File: config.mk
export PLATFORM = sky130hd
export DESIGN_NAME = gvi_div
export DESIGN_NICKNAME = d
export VERILOG_FILES = /design/src/rtl/grid_value_interpolator_macros.svh /design/src/rtl/gvi_pkg.sv /design/src/rtl/gvi_div.sv
export SDC_FILE = /design/constraint.sdc
export NUM_CORES = 1
export LEC_CHECK = 0
export BUFFER_PORTS_ARGS = -buffer_cell sky130_fd_sc_hd__buf_2
export CAP_MARGIN = 5
export CORE_ASPECT_RATIO = 0.6
export CORE_MARGIN = 8
export CORE_UTILIZATION = 55
export CTS_CLUSTER_SIZE = 12
export DETAILED_ROUTE_END_ITERATION = 8
export PLACE_DENSITY = 0.83
export SYNTH_ARGS = -nofsm -noshare
export SYNTH_HDL_FRONTEND = slang
export SYNTH_SLANG_ARGS = --single-unit
File: constraint.sdc
create_clock -name clk -period 14.7 [get_ports clk]
set_clock_uncertainty 0.1 [all_clocks]
set_input_delay 0.735 -clock clk [delete_from_list [all_inputs] [get_ports clk]]
set_output_delay 0.735 -clock clk [all_outputs]
set_load 0.005 [all_outputs]
File: src/rtl/grid_value_interpolator_macros.svh
// Assertion helpers shared by the RTL of the interpolator.
`ifndef GRID_VALUE_INTERPOLATOR_MACROS_SVH
`define GRID_VALUE_INTERPOLATOR_MACROS_SVH

// Same-cycle implication, quiet while reset is asserted.
`define GVI_ASSERT_IMPLIES(name, ck, rn, ante, cons) \
    name: assert property (@(posedge ck) disable iff (!rn) (ante) |-> (cons)) \
        else $error("grid_value_interpolator: check failed");

// Next-cycle implication, quiet while reset is asserted.
`define GVI_ASSERT_NEXT(name, ck, rn, ante, cons) \
    name: assert property (@(posedge ck) disable iff (!rn) (ante) |=> (cons)) \
        else $error("grid_value_interpolator: check failed");

`endif

File: src/rtl/gvi_pkg.sv
package gvi_pkg;

    localparam int POINTS_MAX_DEF = 16;
    localparam int LAYERS_DEF     = 16;

    localparam int VAL_W      = 32;
    localparam int ADDR_IN_W  = 12;
    localparam int LAYER_W    = 4;
    localparam int CNT_W      = 5;
    localparam int SP_W       = 31;
    localparam int FRAC_W     = 16;
    localparam int ALPHA_W    = 17;
    localparam int ALPHA_ONE  = 65536;
    localparam int XW         = 48;
    localparam int DIV_W      = 48;
    localparam int DIV_TOP_W  = 5;
    localparam int CFG_IDX_W  = 3;
    localparam int CFG_DATA_W = 32;

    localparam logic [CFG_IDX_W-1:0] REG_DIMS      = 3'd0;
    localparam logic [CFG_IDX_W-1:0] REG_PTS_FIRST = 3'd1;
    localparam logic [CFG_IDX_W-1:0] REG_PTS_SEC   = 3'd2;
    localparam logic [CFG_IDX_W-1:0] REG_ORG_FIRST = 3'd3;
    localparam logic [CFG_IDX_W-1:0] REG_SP_FIRST  = 3'd4;
    localparam logic [CFG_IDX_W-1:0] REG_ORG_SEC   = 3'd5;
    localparam logic [CFG_IDX_W-1:0] REG_SP_SEC    = 3'd6;
    localparam logic [CFG_IDX_W-1:0] REG_LAST      = 3'd7;

    localparam logic CMD_WRITE = 1'b0;
    localparam logic CMD_QUERY = 1'b1;

    localparam logic STATUS_OK    = 1'b0;
    localparam logic STATUS_RANGE = 1'b1;

    typedef struct packed {
        logic                        command;
        logic [ADDR_IN_W-1:0]        entry_address;
        logic signed [VAL_W-1:0]     entry_value;
        logic signed [VAL_W-1:0]     coord_first;
        logic signed [VAL_W-1:0]     coord_second;
        logic [LAYER_W-1:0]          layer;
    } gvi_req_t;

    typedef struct packed {
        logic signed [VAL_W-1:0]     value;
        logic                        status;
    } gvi_rsp_t;

    typedef struct packed {
        logic                        start;
        logic [DIV_TOP_W-1:0]        top;
    } gvi_div_req_t;

    typedef struct packed {
        logic                        busy;
        logic                        done;
    } gvi_div_stat_t;

    typedef enum logic [3:0] {
        ST_IDLE,
        ST_WRAP,
        ST_WRITE,
        ST_SPAN,
        ST_CLAMP,
        ST_IDIV,
        ST_ADIV,
        ST_FETCH,
        ST_BLEND,
        ST_DONE
    } gvi_state_t;

endpackage

File: src/rtl/gvi_div.sv
// Restoring divider, one quotient bit per cycle from bit 'top' down to 0.
// The caller guarantees the quotient fits below 2**(top+1).
module gvi_div (
    input  logic                            clk,
    input  logic                            rst_n,
    input  gvi_pkg::gvi_div_req_t           ctl,
    input  logic [gvi_pkg::DIV_W-1:0]       dividend,
    input  logic [gvi_pkg::SP_W-1:0]        divisor,
    output gvi_pkg::gvi_div_stat_t          stat,
    output logic [gvi_pkg::ALPHA_W-1:0]     quotient,
    output logic [gvi_pkg::DIV_W-1:0]       remainder
);

    logic                             busy_reg;
    logic                             done_reg;
    logic [gvi_pkg::DIV_TOP_W-1:0]    k_reg;
    logic [gvi_pkg::DIV_W-1:0]        rem_reg;
    logic [gvi_pkg::ALPHA_W-1:0]      q_reg;
    logic [gvi_pkg::SP_W-1:0]         dvs_reg;
    logic [gvi_pkg::DIV_W-1:0]        shifted;
    logic                             fits;

    assign shifted = gvi_pkg::DIV_W'(dvs_reg) << k_reg;
    assign fits    = (rem_reg >= shifted);

    always_ff @(posedge clk or negedge rst_n)
    begin
        if (!rst_n)
        begin
            busy_reg <= 1'b0;
            done_reg <= 1'b0;
            k_reg    <= '0;
        end
        else
        begin
            done_reg <= 1'b0;
            if (ctl.start)
            begin
                busy_reg <= 1'b1;
                k_reg    <= ctl.top;
            end
            else if (busy_reg)
            begin
                if (k_reg == '0)
                begin
                    busy_reg <= 1'b0;
                    done_reg <= 1'b1;
                end
                else
                begin
                    k_reg <= k_reg - 1'b1;
                end
            end
        end
    end

    always_ff @(posedge clk)
    begin
        if (ctl.start)
        begin
            rem_reg <= dividend;
            q_reg   <= '0;
            dvs_reg <= divisor;
        end
        else if (busy_reg && fits)
        begin
            rem_reg <= rem_reg - shifted;
            q_reg   <= q_reg | (gvi_pkg::ALPHA_W'(1) << k_reg);
        end
    end

    assign stat.busy = busy_reg;
    assign stat.done = done_reg;
    assign quotient  = q_reg;
    assign remainder = rem_reg;

endmodule

==> flow_summary.json <==
{
  "dr.first_iter.drc_count": 1030,
  "num_rows": 35,
  "dp_hpwl_um": 20700,
  "worst_slew_pin_slew_ns": 1.13,
  "cpPeakStageDelay_ns": 0.87,
  "timing.rr.start": "k_reg[1]",
  "rr_worst_depth": 17,
  "ctsHoldBuffers": 0,
  "fp.coreArea_um2": 15300,
  "syn2layout_area_growth_pct": 12.6,
  "routedWlPerCell_um": 19.7,
  "route.detailed.drc": 0,
  "timing.fmax_ghz": 0.176,
  "antenna_found_initial": 0,
  "ys_seq_area_frac": 0.335,
  "fin_ws_ns": 9.02,
  "post-cts-setup-buffers": 0,
  "cp.arrival_ns": 5.56,
  "reg2reg_slack_ns": 9.02,
  "synth_cells": 1017,
  "synth_ff_type": "edfxtp_1",
  "r2r_end": "remainder[4]",
  "path_class": "flop to flop",
  "p_per_area_nw_per_um2": 284,
  "layout_commonest_cell": "nand2_1",
  "min_path_type": "input pin to async pin",
  "fp.dieH_um": 113,
  "cts_root_buffer": "clkbuf_16",
  "grt_pass1_wl_um": 41500,
  "drv_slew": 0,
  "drt_pass1_iterations": 6,
  "setup_viol": 0,
  "synth_edf_count": 79,
  "antenna_cells": 0,
  "grt_max_degree": 84,
  "ys_async_sr_fraction": 0.0680,
  "vias_per_cell": 6.19,
  "clk_path_buf_depth": 2,
  "setup_tns_ns": 0,
  "die_width_um": 178,
  "pin_count": 154,
  "fin_nets": 1259,
  "post-place-ws_ns": 9.08,
  "worstPathRequired_ns": 14.58,
  "ant_nets": 0,
  "ff_latch_area_um2": 2890,
  "mostFrequentLayoutCells": "173 x nand2_1, 152 x buf_2, 94 x o21ai_0",
  "drive_above_1_share": 0.190,
  "grt_pass1_vias": 7741,
  "syn-cell-area_um2": 8620,
  "multi_input_area_um2": 5350,
  "insertion_delay_ns": 0.36,
  "leakagePower_nw": 4.08,
  "period_share": 0.386,
  "fill_cells": 1392,
  "yosys_warnings": 0,
  "io_buffers": 153,
  "cp-end-kind": "flop",
  "hold_violations": 0,
  "worstPathCellList": "buf_4 -> clkinv_1 -> nand2_1 -> o31ai_1 -> o22ai_1 -> nor2_1 -> a31oi_1 -> nand2b_1 -> ha_1 -> nand2_1 -> or3_1 -> or3_1 -> a31oi_1 -> or4_4 -> nand2_1 -> nand2_1 -> a21o_2",
  "relSlewSlack": 0.245,
  "cts_tree": "done",
  "cts_resized": 0,
  "dieArea_um2": 20100,
  "final_core_util": 0.633,
  "outcome": "finished, final reports clean",
  "rsz0062_at_grt": "false",
  "crit_family": "compound AO/OA/AOI/OAI gates",
  "ir_worst_vdd_uv": 130,
  "cts_buffers": 9,
  "ys_types": 69,
  "cts.sinks": 103,
  "avgSynthCellArea_um2": 8.48,
  "globalplace.congestion": 0.958,
  "drt_wl_total_um": 26100,
  "cts.reportedPaths.clkPinSlew_ns": 0.08,
  "overflow": 0,
  "largest_reg_flops": 48,
  "start_util": 0.562,
  "path_buf_inv": 2,
  "cts_htree_levels": 3,
  "maxCapViolCount": 0,
  "path_max_fanout": 48,
  "vias": 8206,
  "cpMaxStageDelayCell": "a21o_2",
  "worst_path_most_repeated_cell": "nand2_1",
  "grt_use_total": 0.257,
  "ys_seq_elements": 103,
  "synth_nets": 1158,
  "startpoint_type": "flop",
  "period_needed_ns": 5.68
}
==> through the flow <==
step,power [W],instances,cell area [um^2],hold slack (ns)
floorplan,0.00191,1017,8620,0.339
global placement,0.00243,1310,9410,0.357
detailed placement,0.00244,1310,9410,0.359
CTS,0.00270,1326,9700,0.110
global route,0.00297,1326,9700,0.121
finish,0.00275,1326,9700,0.111
==> synth_stat cells (all sizes together), types with 3 or more instances <==
library cell / count / area, um^2
a221oi: 6 / 52.6
and2: 6 / 37.5
edfxtp: 79 / 2370
o32ai: 4 / 35.0
dfxtp: 17 / 340
nor4: 6 / 58.8
xnor2: 25 / 219
o21bai: 12 / 90.1
or3: 9 / 56.3
mux4: 13 / 293
dfrtp: 7 / 175
a41oi: 3 / 45.1
xor2: 15 / 131
a22o: 14 / 123
o21ai: 100 / 500
buf: 18 / 83.8
o22a: 3 / 26.3
a211oi: 11 / 82.6
mux2i: 29 / 290
a2111oi: 4 / 35.0
a31oi: 11 / 68.8
and3: 5 / 31.3
o211ai: 7 / 52.6
a21oi: 79 / 399
nand4: 17 / 106
inv: 30 / 113
nor3: 19 / 105
clkbuf: 50 / 188
nor2b: 9 / 56.3
nor2: 69 / 259
a21o: 21 / 158
nand3: 10 / 50.1
o22ai: 4 / 25.0
o21a: 11 / 82.6
nand3b: 3 / 22.5
o31ai: 8 / 60.1
a22oi: 7 / 52.6
ha: 53 / 663
mux2: 9 / 101
or2: 6 / 37.5
nand2: 173 / 649
nand2b: 13 / 81.3
==> layout make-up <==
type                       instances  area share
multi-input combinational        815       0.551
sequential                       103       0.298
clock buffer                       9      0.0232
timing repair buffer             158      0.0830
tap                              203      0.0262
inverter                          31      0.0120
clock inverter                     7     0.00683
==> kinds of logic (layout without fill, tap and decap cells) <==
logic type               after synthesis  count (layout)  synth area share
AND/OR/NAND/NOR                      350             350             0.185
buffers and inverters                 99             205            0.0450
adder cells (fa/ha/maj)               54              54            0.0792
multiplexers                          51              51            0.0794
AO/OA/AOI/OAI                        320             320             0.236
XOR/XNOR                              40              40            0.0406
flip-flops                           103             103             0.335
==> how the worst max path moves through the flow <==
stage | from | end | slack [ns] | depth (start not counted)
after floorplan | k_reg[0] | remainder[0] | 9.70 | 19
after global placement | k_reg[1] | remainder[0] | 9.13 | 17
after global routing | k_reg[1] | remainder[14] | 8.61 | 17
after CTS | k_reg[1] | remainder[4] | 9.06 | 17
final | k_reg[1] | remainder[4] | 9.02 | 17
after detailed placement | k_reg[1] | remainder[0] | 9.08 | 17
==> where the power goes <==
part	leakage (nW)	internal (W)	switching, W	total, W
clock	0.146	0.000119	0.000126	0.000245
combinational	2.91	0.000737	0.00122	0.00196
sequential	1.02	0.000457	0.0000911	0.000548
total	4.08	0.00131	0.00144	0.00275
==> routing by layer <==
layer,global-route usage,wire length [um],vias up
met2,0.347,10000,481
met4,0.0415,242,0
li1,-,-,3944
met1,0.395,12600,3752
met5,0,0,-
met3,0.0785,3240,29
No activity file was read; power rests on OpenSTA's default activity.
